[config.mk]
export PLATFORM = sky130hd
export DESIGN_NAME = i2c_eeprom_page_controller
export DESIGN_NICKNAME = d
export VERILOG_FILES = /design/src/hw/rtl/iepc_pkg.sv /design/src/hw/rtl/iepc_buffer.sv /design/src/hw/rtl/iepc_seq.sv /design/src/hw/rtl/i2c_eeprom_page_controller.sv
export SDC_FILE = /design/constraint.sdc
export NUM_CORES = 2
export LEC_CHECK = 0
export BUFFER_PORTS_ARGS = -buffer_cell sky130_fd_sc_hd__buf_2
export CORE_MARGIN = 4
export CORE_UTILIZATION = 35
export DETAILED_ROUTE_END_ITERATION = 6
export GPL_TIMING_DRIVEN = 0
export SLEW_MARGIN = 25
export SYNTH_ARGS = -nofsm -noshare
export SYNTH_HDL_FRONTEND = slang
export SYNTH_HIERARCHICAL = 1
export SYNTH_SLANG_ARGS = --single-unit
[constraint.sdc]
create_clock -name i_clk -period 14.1 [get_ports i_clk]
set_clock_uncertainty 0.1 [all_clocks]
set_input_delay 2.82 -clock i_clk [delete_from_list [all_inputs] [get_ports i_clk]]
set_output_delay 2.82 -clock i_clk [all_outputs]
set_load 0.02 [all_outputs]
[src/hw/rtl/iepc_pkg.sv]
package iepc_pkg;

    localparam int PAGE_BYTES   = 8;
    localparam int MEMORY_BYTES = 256;

    localparam logic [4:0] PH_IDLE      = 5'd0;
    localparam logic [4:0] PH_START_HI  = 5'd1;
    localparam logic [4:0] PH_START_LO  = 5'd2;
    localparam logic [4:0] PH_TX_LOW    = 5'd3;
    localparam logic [4:0] PH_TX_HIGH   = 5'd4;
    localparam logic [4:0] PH_ACK_LOW   = 5'd5;
    localparam logic [4:0] PH_ACK_HIGH  = 5'd6;
    localparam logic [4:0] PH_RS_LOW    = 5'd7;
    localparam logic [4:0] PH_RX_LOW    = 5'd8;
    localparam logic [4:0] PH_RX_HIGH   = 5'd9;
    localparam logic [4:0] PH_MACK_LOW  = 5'd10;
    localparam logic [4:0] PH_MACK_HIGH = 5'd11;
    localparam logic [4:0] PH_STOP_A    = 5'd12;
    localparam logic [4:0] PH_STOP_B    = 5'd13;
    localparam logic [4:0] PH_STOP_C    = 5'd14;
    localparam logic [4:0] PH_WAIT      = 5'd15;

    localparam logic [1:0] ROLE_DEV_W = 2'd0;
    localparam logic [1:0] ROLE_WORD  = 2'd1;
    localparam logic [1:0] ROLE_DATA  = 2'd2;
    localparam logic [1:0] ROLE_DEV_R = 2'd3;

    localparam logic [1:0] KIND_TICK  = 2'd0;
    localparam logic [1:0] KIND_PUSH  = 2'd1;
    localparam logic [1:0] KIND_WRITE = 2'd2;
    localparam logic [1:0] KIND_READ  = 2'd3;

    localparam logic [1:0] ST_OK    = 2'd0;
    localparam logic [1:0] ST_NACK  = 2'd1;
    localparam logic [1:0] ST_RANGE = 2'd2;

    localparam logic [1:0] REG_HALF = 2'd0;
    localparam logic [1:0] REG_WAIT = 2'd1;
    localparam logic [1:0] REG_DEV  = 2'd2;

    typedef struct packed {
        logic [1:0] kind;
        logic       sda_sample;
        logic [7:0] start_address;
        logic [8:0] byte_count;
        logic [7:0] write_byte;
    } t_in;

    typedef struct packed {
        logic       scl_level;
        logic       sda_level;
        logic       read_valid;
        logic [7:0] read_byte;
        logic       busy_res;
        logic       done_res;
        logic [1:0] status;
    } t_out;

    // buffer write port / read address from the sequencer
    typedef struct packed {
        logic       we;
        logic [7:0] waddr;
        logic [7:0] wdata;
        logic [7:0] raddr;
    } t_buf_req;

endpackage

[src/hw/rtl/iepc_buffer.sv]
module iepc_buffer import iepc_pkg::*; (
    input  logic       i_clk,
    input  t_buf_req   i_req,
    output logic [7:0] o_rdata
);

    logic [7:0] r_mem [256];

    // write pushed bytes, read one entry a cycle
    always_ff @(posedge i_clk) begin
        if (i_req.we) begin
            r_mem[i_req.waddr] <= i_req.wdata;
        end
        o_rdata <= r_mem[i_req.raddr];
    end

endmodule

[src/hw/rtl/iepc_seq.sv]
module iepc_seq import iepc_pkg::*; (
    input  logic        i_clk,
    input  logic        i_rst_n,
    input  logic        i_go,
    input  t_in         i_item,
    input  logic [15:0] i_half,
    input  logic [23:0] i_wait,
    input  logic [6:0]  i_dev,
    input  logic [7:0]  i_rdata,
    output t_buf_req    o_buf,
    output t_out        o_res
);

    logic [8:0]  r_fill, n_fill;
    logic [4:0]  r_ph, n_ph;
    logic [3:0]  r_bit, n_bit;
    logic [7:0]  r_sh, n_sh;
    logic [7:0]  r_addr, n_addr;
    logic [8:0]  r_left, n_left;
    logic [6:0]  r_page, n_page;
    logic [23:0] r_tick, n_tick;
    logic        r_rd, n_rd;
    logic [1:0]  r_role, n_role;
    logic [8:0]  r_pos, n_pos;
    logic [1:0]  r_err, n_err;
    logic        done, rvalid;
    logic [1:0]  st;
    logic [7:0]  rbyte;
    logic [23:0] dur, tinc;
    logic [8:0]  space, dleft;
    logic [6:0]  dpage;
    logic [9:0]  rsum;

    // prefetch the entry of the next data byte: r_pos until the first data byte,
    // one past r_pos while data bytes go out; r_pos is stable for a whole byte
    always_comb begin
        o_buf.we    = 1'b0;
        o_buf.waddr = r_fill[7:0];
        o_buf.wdata = i_item.write_byte;
        o_buf.raddr = r_pos[7:0] + {7'd0, (r_role == ROLE_DATA)};
        if (i_go && r_ph == PH_IDLE && i_item.kind == KIND_PUSH && !r_fill[8]) begin
            o_buf.we = 1'b1;
        end
    end

    // next state of the bus sequencer
    always_comb begin
        n_fill = r_fill; n_ph = r_ph; n_bit = r_bit; n_sh = r_sh; n_addr = r_addr;
        n_left = r_left; n_page = r_page; n_tick = r_tick; n_rd = r_rd; n_role = r_role;
        n_pos = r_pos; n_err = r_err;
        done = 1'b0; rvalid = 1'b0; st = ST_OK; rbyte = 8'd0;
        dur = (r_ph == PH_WAIT) ? i_wait : {8'd0, i_half};
        if (dur == 24'd0) dur = 24'd1;
        tinc = r_tick + 24'd1;
        space = 9'(PAGE_BYTES) - 9'(r_addr % PAGE_BYTES);
        dleft = (r_left != 9'd0) ? r_left - 9'd1 : 9'd0;
        dpage = (r_page != 7'd0) ? r_page - 7'd1 : 7'd0;
        rsum = {2'b00, i_item.start_address} + {1'b0, i_item.byte_count};
        if (i_go) begin
            if (i_item.kind == KIND_TICK) begin
                if (r_ph != PH_IDLE) begin
                    n_tick = tinc;
                    if (tinc >= dur) begin
                        n_tick = 24'd0;
                        case (r_ph)
                            PH_START_HI: n_ph = PH_START_LO;
                            PH_START_LO: begin
                                n_sh = {i_dev, (r_role == ROLE_DEV_R)};
                                n_bit = 4'd0; n_ph = PH_TX_LOW;
                            end
                            PH_TX_LOW: n_ph = PH_TX_HIGH;
                            PH_TX_HIGH: begin
                                if (r_bit >= 4'd7) begin
                                    n_ph = PH_ACK_LOW;
                                end else begin
                                    n_bit = r_bit + 4'd1;
                                    n_sh = {r_sh[6:0], 1'b0};
                                    n_ph = PH_TX_LOW;
                                end
                            end
                            PH_ACK_LOW: n_ph = PH_ACK_HIGH;
                            PH_ACK_HIGH: begin
                                if (i_item.sda_sample) begin
                                    n_err = ST_NACK; n_ph = PH_STOP_A;
                                end else if (r_role == ROLE_DEV_W) begin
                                    n_role = ROLE_WORD;
                                    n_sh = r_addr; n_bit = 4'd0; n_ph = PH_TX_LOW;
                                end else if (r_role == ROLE_WORD) begin
                                    if (r_rd) begin
                                        n_role = ROLE_DEV_R; n_ph = PH_RS_LOW;
                                    end else begin
                                        n_role = ROLE_DATA;
                                        n_sh = i_rdata; n_bit = 4'd0; n_ph = PH_TX_LOW;
                                    end
                                end else if (r_role == ROLE_DATA) begin
                                    n_pos = r_pos + 9'd1;
                                    n_addr = r_addr + 8'd1;
                                    n_left = dleft;
                                    n_page = dpage;
                                    if (dpage == 7'd0) n_ph = PH_STOP_A;
                                    else begin
                                        n_sh = i_rdata; n_bit = 4'd0; n_ph = PH_TX_LOW;
                                    end
                                end else begin
                                    if (r_left == 9'd0) n_ph = PH_STOP_A;
                                    else begin
                                        n_bit = 4'd0; n_sh = 8'd0; n_ph = PH_RX_LOW;
                                    end
                                end
                            end
                            PH_RS_LOW: n_ph = PH_START_HI;
                            PH_RX_LOW: n_ph = PH_RX_HIGH;
                            PH_RX_HIGH: begin
                                n_sh = {r_sh[6:0], i_item.sda_sample};
                                if (r_bit >= 4'd7) begin
                                    rvalid = 1'b1; rbyte = n_sh; n_ph = PH_MACK_LOW;
                                end else begin
                                    n_bit = r_bit + 4'd1; n_ph = PH_RX_LOW;
                                end
                            end
                            PH_MACK_LOW: n_ph = PH_MACK_HIGH;
                            PH_MACK_HIGH: begin
                                n_left = dleft;
                                n_addr = r_addr + 8'd1;
                                if (dleft == 9'd0) n_ph = PH_STOP_A;
                                else begin
                                    n_bit = 4'd0; n_sh = 8'd0; n_ph = PH_RX_LOW;
                                end
                            end
                            PH_STOP_A: n_ph = PH_STOP_B;
                            PH_STOP_B: n_ph = PH_STOP_C;
                            PH_STOP_C: begin
                                if (!r_rd && r_err == ST_OK) n_ph = PH_WAIT;
                                else begin
                                    n_ph = PH_IDLE; done = 1'b1; st = r_err;
                                end
                            end
                            PH_WAIT: begin
                                if (r_left == 9'd0) begin
                                    n_ph = PH_IDLE; done = 1'b1; st = ST_OK;
                                end else begin
                                    n_page = (r_left < space) ? r_left[6:0] : space[6:0];
                                    n_role = ROLE_DEV_W; n_ph = PH_START_HI;
                                end
                            end
                            default: n_ph = PH_IDLE;
                        endcase
                    end
                end
            end else if (r_ph == PH_IDLE && i_item.kind == KIND_PUSH) begin
                if (!r_fill[8]) n_fill = r_fill + 9'd1;
            end else if (r_ph == PH_IDLE) begin
                n_rd = (i_item.kind == KIND_READ);
                n_err = ST_OK; n_tick = 24'd0;
                n_addr = i_item.start_address;
                n_left = i_item.byte_count;
                n_role = ROLE_DEV_W; n_pos = 9'd0;
                space = 9'(PAGE_BYTES) - 9'(i_item.start_address % PAGE_BYTES);
                if (n_rd) begin
                    if (rsum > 10'(MEMORY_BYTES)) begin
                        done = 1'b1; st = ST_RANGE;
                    end else n_ph = PH_START_HI;
                end else begin
                    n_fill = 9'd0;
                    if (i_item.byte_count == 9'd0) begin
                        done = 1'b1; st = ST_OK;
                    end else begin
                        n_page = (i_item.byte_count < space) ? i_item.byte_count[6:0]
                                                             : space[6:0];
                        n_ph = PH_START_HI;
                    end
                end
            end
        end
        if (done) n_tick = 24'd0;
    end

    // drive lines from the next state
    always_comb begin
        o_res.scl_level = 1'b1;
        o_res.sda_level = 1'b1;
        case (n_ph)
            PH_START_LO: o_res.sda_level = 1'b0;
            PH_TX_LOW: begin o_res.scl_level = 1'b0; o_res.sda_level = n_sh[7]; end
            PH_TX_HIGH: o_res.sda_level = n_sh[7];
            PH_ACK_LOW, PH_RS_LOW, PH_RX_LOW: o_res.scl_level = 1'b0;
            PH_MACK_LOW: begin
                o_res.scl_level = 1'b0; o_res.sda_level = !(n_left > 9'd1);
            end
            PH_MACK_HIGH: o_res.sda_level = !(n_left > 9'd1);
            PH_STOP_A: begin o_res.scl_level = 1'b0; o_res.sda_level = 1'b0; end
            PH_STOP_B: o_res.sda_level = 1'b0;
            default: ;
        endcase
        o_res.read_valid = rvalid;
        o_res.read_byte  = rbyte;
        o_res.busy_res   = (n_ph != PH_IDLE);
        o_res.done_res   = done;
        o_res.status     = st;
    end

    // hold control state
    always_ff @(posedge i_clk) begin
        if (!i_rst_n) begin
            r_fill <= '0; r_ph <= PH_IDLE; r_bit <= '0; r_sh <= '0; r_addr <= '0;
            r_left <= '0; r_page <= '0; r_tick <= '0; r_rd <= 1'b0;
            r_role <= ROLE_DEV_W; r_pos <= '0; r_err <= ST_OK;
        end else begin
            r_fill <= n_fill; r_ph <= n_ph; r_bit <= n_bit; r_sh <= n_sh;
            r_addr <= n_addr; r_left <= n_left; r_page <= n_page; r_tick <= n_tick;
            r_rd <= n_rd; r_role <= n_role; r_pos <= n_pos; r_err <= n_err;
        end
    end

endmodule

[src/hw/rtl/i2c_eeprom_page_controller.sv]
// An accepted request's result is registered into the output register at the edge that accepts it.
// Throughput: one request per cycle while o_stall is low; the sequencer state is updated
// with each accepted request, and the buffer memory entry for the next data byte is prefetched.
// Reset: synchronous, active low; sequencer idle, buffer empty, registers at defaults.
// The write buffer memory is not cleared.
module i2c_eeprom_page_controller import iepc_pkg::*; (
    input  logic        i_clk,
    input  logic        i_rst_n,
    input  logic        i_valid,
    output logic        o_stall,
    input  t_in         i_data,
    output logic        o_valid,
    input  logic        i_stall,
    output t_out        o_data,
    input  logic        psel,
    input  logic        penable,
    input  logic        pwrite,
    input  logic [3:0]  paddr,
    input  logic [31:0] pwdata,
    output logic [31:0] prdata,
    output logic        pready
);

    logic [15:0] r_half;
    logic [23:0] r_wait;
    logic [6:0]  r_dev;
    logic        r_ov;
    logic        go;
    t_out        res;
    t_buf_req    breq;
    logic [7:0]  rdata;

    assign pready  = 1'b1;
    assign o_stall = r_ov && i_stall;
    assign go      = i_valid && !o_stall;
    assign o_valid = r_ov;

    // register writes
    always_ff @(posedge i_clk) begin
        if (!i_rst_n) begin
            r_half <= 16'd60; r_wait <= 24'd6000; r_dev <= 7'd80;
        end else if (psel && penable && pwrite) begin
            case (paddr[3:2])
                REG_HALF: r_half <= pwdata[15:0];
                REG_WAIT: r_wait <= pwdata[23:0];
                REG_DEV:  r_dev  <= pwdata[6:0];
                default: ;
            endcase
        end
    end

    always_comb begin
        case (paddr[3:2])
            REG_HALF: prdata = {16'd0, r_half};
            REG_WAIT: prdata = {8'd0, r_wait};
            REG_DEV:  prdata = {25'd0, r_dev};
            default:  prdata = 32'd0;
        endcase
    end

    iepc_buffer u_buf (.i_clk(i_clk), .i_req(breq), .o_rdata(rdata));

    iepc_seq u_seq (
        .i_clk(i_clk), .i_rst_n(i_rst_n), .i_go(go), .i_item(i_data),
        .i_half(r_half), .i_wait(r_wait), .i_dev(r_dev), .i_rdata(rdata),
        .o_buf(breq), .o_res(res)
    );

    // output register
    always_ff @(posedge i_clk) begin
        if (!i_rst_n) r_ov <= 1'b0;
        else if (go) r_ov <= 1'b1;
        else if (!i_stall) r_ov <= 1'b0;
        if (go) o_data <= res;
    end

endmodule

# --- Word level (Yosys, flattened, before mapping) ---
# Memory sizes are Yosys's and may differ from the RTL's. A register that Yosys moved wholly into a read port is not among the register bits.
# Index checks and enable logic that the tools add are counted.
word_totals:
  input_bits: 71
  mem_bits_rw: 2048
  out_inout_bits: 50
  word_cells: 311
  reg_bits: 151
  memories: 1
memory_table:
  columns: ["memory", "depth", "word_bits", "rd", "rd_ports_with_merged_regs", "write_ports", "line_no", "rtl"]
  rows:
  - ["u_buf.r_mem", 256, 8, 1, 1, 1, "iepc_buffer.sv:7", "logic [7:0] r_mem [256];"]
classes:
  addsub: 11
  n_eq_ne: 61
  n_mux: 151
  order_cmp: 6
  bitwise_logic: 3
  reduce_logical: 53
ops:
  columns: ["operator", "count"]
  rows:
  - ["$mux 9", 25]
  - ["$mux 8", 22]
  - ["$mux 24", 7]
  - ["$mux 7", 15]
  - ["$pmux 5 s15", 1]
  - ["$pmux 24 s3", 1]
  - ["$eq 5x4->1 const B", 13]
  - ["$mux 5", 13]
  - ["$mux 2", 24]
  - ["$mux 4", 11]
  - ["$pmux 8 s5", 1]
  - ["$eq 5x3->1 const B", 7]
  - ["$logic_not 9->1", 3]
  - ["$add 24x1->24 const B", 1]
  - ["$ge 24x24->1", 1]
  - ["$logic_not 24->1", 1]
  - ["$ne 2x2->1 const B", 12]
  - ["$reduce_and 11->1", 2]
  - ["$eq 5x2->1 const B", 4]
  - ["$mux 1", 20]
  - ["$reduce_and 10->1", 2]
  - ["$add 9x1->9 const B", 2]
  - ["$lt 9x9->1", 2]
  - ["$pmux 9 s2", 1]
  - ["other kinds (46)", 94]

# --- Depth between registers and ports, before layout ---
depth:
  depth_word: 16
  mapped_depth: 23
  depth_no_buf: 17

# --- By module ---
# The synthesis kept the hierarchy.
by_module_without_submodules:
  columns: ["module", "seq_area_each_um2", "area_per_inst_um2", "n_inst", "cells_per_inst"]
  rows:
  - ["iepc_buffer", 61659.1, 79562.6, 1, 3733]
  - ["iepc_seq", 1721.7, 7519.7, 1, 994]
  - ["i2c_eeprom_page_controller", 1411.4, 2781.4, 1, 277]

# --- Worst setup path after synthesis ---
# No wires, ideal clock.
synth_timing:
  kind: "input port to output port"
  startpoint: "input port paddr[3]"
  endpoint: "output port prdata[5]"
  slack_ns: 7.469
  t_arrival_ns: 3.711
  cell_stages: 3
  required_ns: 11.180
  path_cell_list: "clkbuf_1 -> buf_1 -> o21ai_0"
synth_between:
  elab_chain_cells: 2
  word_cells_on_any_way: 4
  classes_between: "eq/ne: 2; mux: 1; reduce/logical: 1"
synth_rtl:
  columns: ["element", "line_no", "rtl"]
  rows:
  - ["start, declared", "i2c_eeprom_page_controller.sv:18", "input logic [3:0] paddr,"]
  - ["$eq 2x2->1, or another cell as far along", "i2c_eeprom_page_controller.sv:53", "case (paddr[3:2])"]
  - ["$pmux 24 s3 (*)", "i2c_eeprom_page_controller.sv:53", null]
  - ["end, declared", "i2c_eeprom_page_controller.sv:20", "output logic [31:0] prdata,"]
# Mark *: on every way between the ends. The rest lies on a longest branch, timed or not.

==> flow_metrics.py <==
metrics = {
    "run_status": {
        "status": "complete, no violations",
    },
    "synthesis": {
        "yosys_register_bits": 2205,
        "syn_inst": 5004,
        "ys_warn_count": 6,
        "postSynth.asyncResetShare_pct": 0,
        "ys_seq_area_share_pct": 72.1,
        "avgSynthCellArea_um2": 18.0,
        "synth_area_um2": 89900,
        "yosys_most_used_dff": "edfxtp_1",
        "yosysUniqueCellTypes": 99,
        "synth_edf_count": 2063,
    },
    "worst_setup_path": {
        "r2r-start": "u_seq/r_ph[1]",
        "startpoint_type": "input port",
        "crit_path_max_incr_delay_ns": 0.71,
        "required_ns": 14.45,
        "cp_top_family": "buffers and inverters",
        "worstSetupPathType": "input port to flop",
        "cp_data_arrival_time_ns": 8.27,
        "path_cells": "buf_2 -> and2_1 -> nor2b_2 -> clkbuf_1 -> buf_1 -> and3_1 -> clkbuf_1 -> buf_1 -> nand3_1 -> clkbuf_2 -> buf_16 -> nor2_1",
        "crit_path_start": "i_stall",
        "critPathCaptureType": "flop",
        "critPathSlowestCell": "nor2_1",
        "crit_buf_inv": 7,
        "ff2ff_setup_slack_ns": 7.57,
        "cp_max_fo": 16,
    },
    "global_routing": {
        "grt.total_usage_pct": 20.5,
        "grt_pass1_vias": 49900,
        "grt_pass1_wl_mm": 385,
        "grt_max_degree": 121,
        "antenna_found_initial": 6,
        "overflow": 0,
    },
    "routing": {
        "dr.first_iter.drc_count": 7352,
        "avgRoutedWirePerCell_um": 31.1,
        "dr.pass1.iters": 6,
        "ant_nets": 0,
        "drc": 0,
        "dr_total_vias": 51800,
        "viasPerCell": 5.82,
        "wirelength_mm": 277,
    },
    "pwr": {
        "power_leakage_nw": 31.4,
        "clkPwrFrac_pct": 43.1,
        "pwr-share-seq_pct": 54.2,
        "ir_drop_mv": 0.115,
        "switching_share_pct": 21.1,
        "comb_power_share_pct": 2.7,
        "p_switching_w": 0.00279,
        "power.internal_w": 0.0104,
        "power_density_nw_per_um2": 129,
    },
    "sta": {
        "rsz0062_at_grt": "false",
        "fin_crit_ns": 7.92,
        "finalMaxSlewViolations": 0,
        "fmax_mhz": 126,
        "final.setup.tns_ns": 0,
        "setup-violations-final": 0,
        "worstMarginPinSlew_ns": 1.18,
        "post-route-period-util_pct": 56.2,
        "hold_viol": 0,
        "maxSlewHeadroom_pct": 20.8,
    },
    "flow_run": {
        "cap_violations": 0,
    },
    "floorplanning": {
        "dieArea_um2": 265000,
        "die_w_um": 515,
        "ioPinCount": 121,
        "initial_core_util_pct": 35.3,
        "fp.dieH_um": 515,
        "core_um2": 255000,
        "row_count": 185,
    },
    "place": {
        "dpl-instance-area_um2": 95800,
        "place.gp.congestion": 0.929,
        "io_buffers": 93,
        "hpwlAfterDp_mm": 192,
    },
    "clock_network": {
        "clock-root-buffer": "clkbuf_16",
        "insertion_delay_ns": 0.84,
        "post_cts_resized": 0,
        "tritoncts": "built",
        "cts_hold_buffers": 0,
        "cts_buffers": 214,
        "htreeDepth": 4,
        "postCtsSetupRepairBufs": 0,
        "clock_path_buffers": 3,
        "clk_pin_slew_worst_paths_ns": 0.06,
        "cts_num_sinks": 2205,
    },
    "layout": {
        "drive_above_1_share_pct": 20.9,
        "final_cell_area_um2": 103000,
        "fin_util_pct": 40.4,
        "syn2layout_area_growth_pct": 14.5,
        "final_nets": 5484,
        "final_common_cell": "edfxtp_1",
        "final_cell_mix": "2,063 x edfxtp_1, 454 x mux4_2, 388 x nor2_1, 228 x mux2i_1, 215 x clkbuf_16",
    },
    "min_path": {
        "worstHoldStart": "u_seq/r_page[4]",
        "min_path_type": "flop to flop",
    },
}
==> per-stage QoR <==
stage                     hold slack [ns]  cells  total power, W  setup slack [ns]
after floorplan                     0.341   5011         0.00751              7.47
after global placement              0.357   8470         0.00764              4.87
after detailed placement            0.364   8509         0.00766              5.62
after CTS                           0.375   8906          0.0133              6.56
after global routing                0.390   8908          0.0136              6.21
final                               0.377   8910          0.0132              6.18
==> area by class of cell <==
type	count	area [µm²]
Fill cell	22700	152000
Sequential cell	2205	64800
Inverter	44	165
Multi-Input combinational cell	2435	23100
Clock buffer	266	5600
Antenna cell	4	10.0
Timing Repair Buffer	132	1460
Buffer	327	2090
Clock inverter	131	1410
Tap cell	3366	4210
==> synthesized netlist by cell type, drive strengths merged, types with 19 or more instances <==
cell type  number  area share [%]
nor3           51            0.29
nor2b          52            0.36
nand2b         20            0.14
nand2         183            0.76
and2           41            0.29
o221ai         52            0.51
o21ai          60            0.33
dfxtp         142             3.2
ha             53            0.74
buf           168             1.5
xor2           19            0.19
a22oi         165             1.4
xnor2          25            0.24
o211ai         24            0.21
nand4          21            0.15
inv            43            0.18
o22ai          38            0.26
edfxtp       2063              69
a211oi         35            0.30
nor2          415             1.7
a21oi         160            0.89
nor4           33            0.26
nand3          72            0.40
mux2i         228             2.5
clkbuf        159            0.66
mux4          456              11
==> routing by layer <==
layer	vias to the layer above	global-route usage [%]	part of all wire [%]
met5	-	0	0
met4	0	8.20	4.6
met3	521	5.31	11
met2	3072	31.6	45
met1	27300	27.6	39
li1	21000	-	-
==> path summary, 6_finish.rpt <==
| path | end | cells past startpoint |
|---|---|---|
| setup / recovery | u_buf/r_mem[122][2] | 12 |
| hold / removal | u_seq/r_page[4] | 2 |
| setup reg to reg | u_seq/r_tick[5] | 23 |
| hold reg to reg | u_seq/r_page[4] | 2 |
==> sequential cells by signal, summed over array words and instances, names as in the netlist, 9 cells and up <==
| signal | cells |
|---|---|
| u_seq/r_fill | 9 |
| u_seq/r_tick | 24 |
| o_data | 15 |
| r_half | 16 |
| r_wait | 24 |
| u_seq/r_left | 9 |
| u_buf/r_mem | 2048 |
==> power by group through the flow <==
stage	Combinational (W)	Clock, W	Sequential (W)
3_3_place_gp	0.000324	0	0.00732
5_1_grt	0.000382	0.00608	0.00716
2_1_floorplan	0.000200	0	0.00731
3_5_place_dp	0.000352	0	0.00731
6_report	0.000356	0.00570	0.00717
4_1_cts	0.000353	0.00579	0.00717
==> cell families after synthesis <==
| kind of cell | after synthesis | share of synthesized area (%) |
|---|---|---|
| simple gates | 968 | 5.08 |
| buf+inv | 371 | 2.38 |
| fa+ha+maj | 55 | 0.771 |
| xor+xnor | 44 | 0.429 |
| mux | 686 | 14.0 |
| other cells | 2 | 0.00836 |
| flops | 2205 | 72.1 |
| compound gates | 673 | 5.22 |
==> worst reg2reg max path, stage by stage, from the launching register on <==
cell	delay [ns]
dfxtp_1	0.36
clkbuf_1	0.36
nand2_1	0.17
nor3_1	0.14
buf_2	0.37
buf_1	0.78
mux2i_1	0.46
nand4_1	0.14
nor3_1	0.27
nand4_1	0.18
nand2_1	0.13
ha_1	0.11
nand2b_1	0.09
a211oi_1	0.07
o211a_1	0.22
o21ai_1	0.42
and2_1	0.23
buf_2	0.28
nand3_1	0.31
o22ai_1	0.35
or2_1	0.19
clkbuf_1	0.26
buf_2	0.29
nor2_1	0.09
Power figures use the tool's default switching activity.
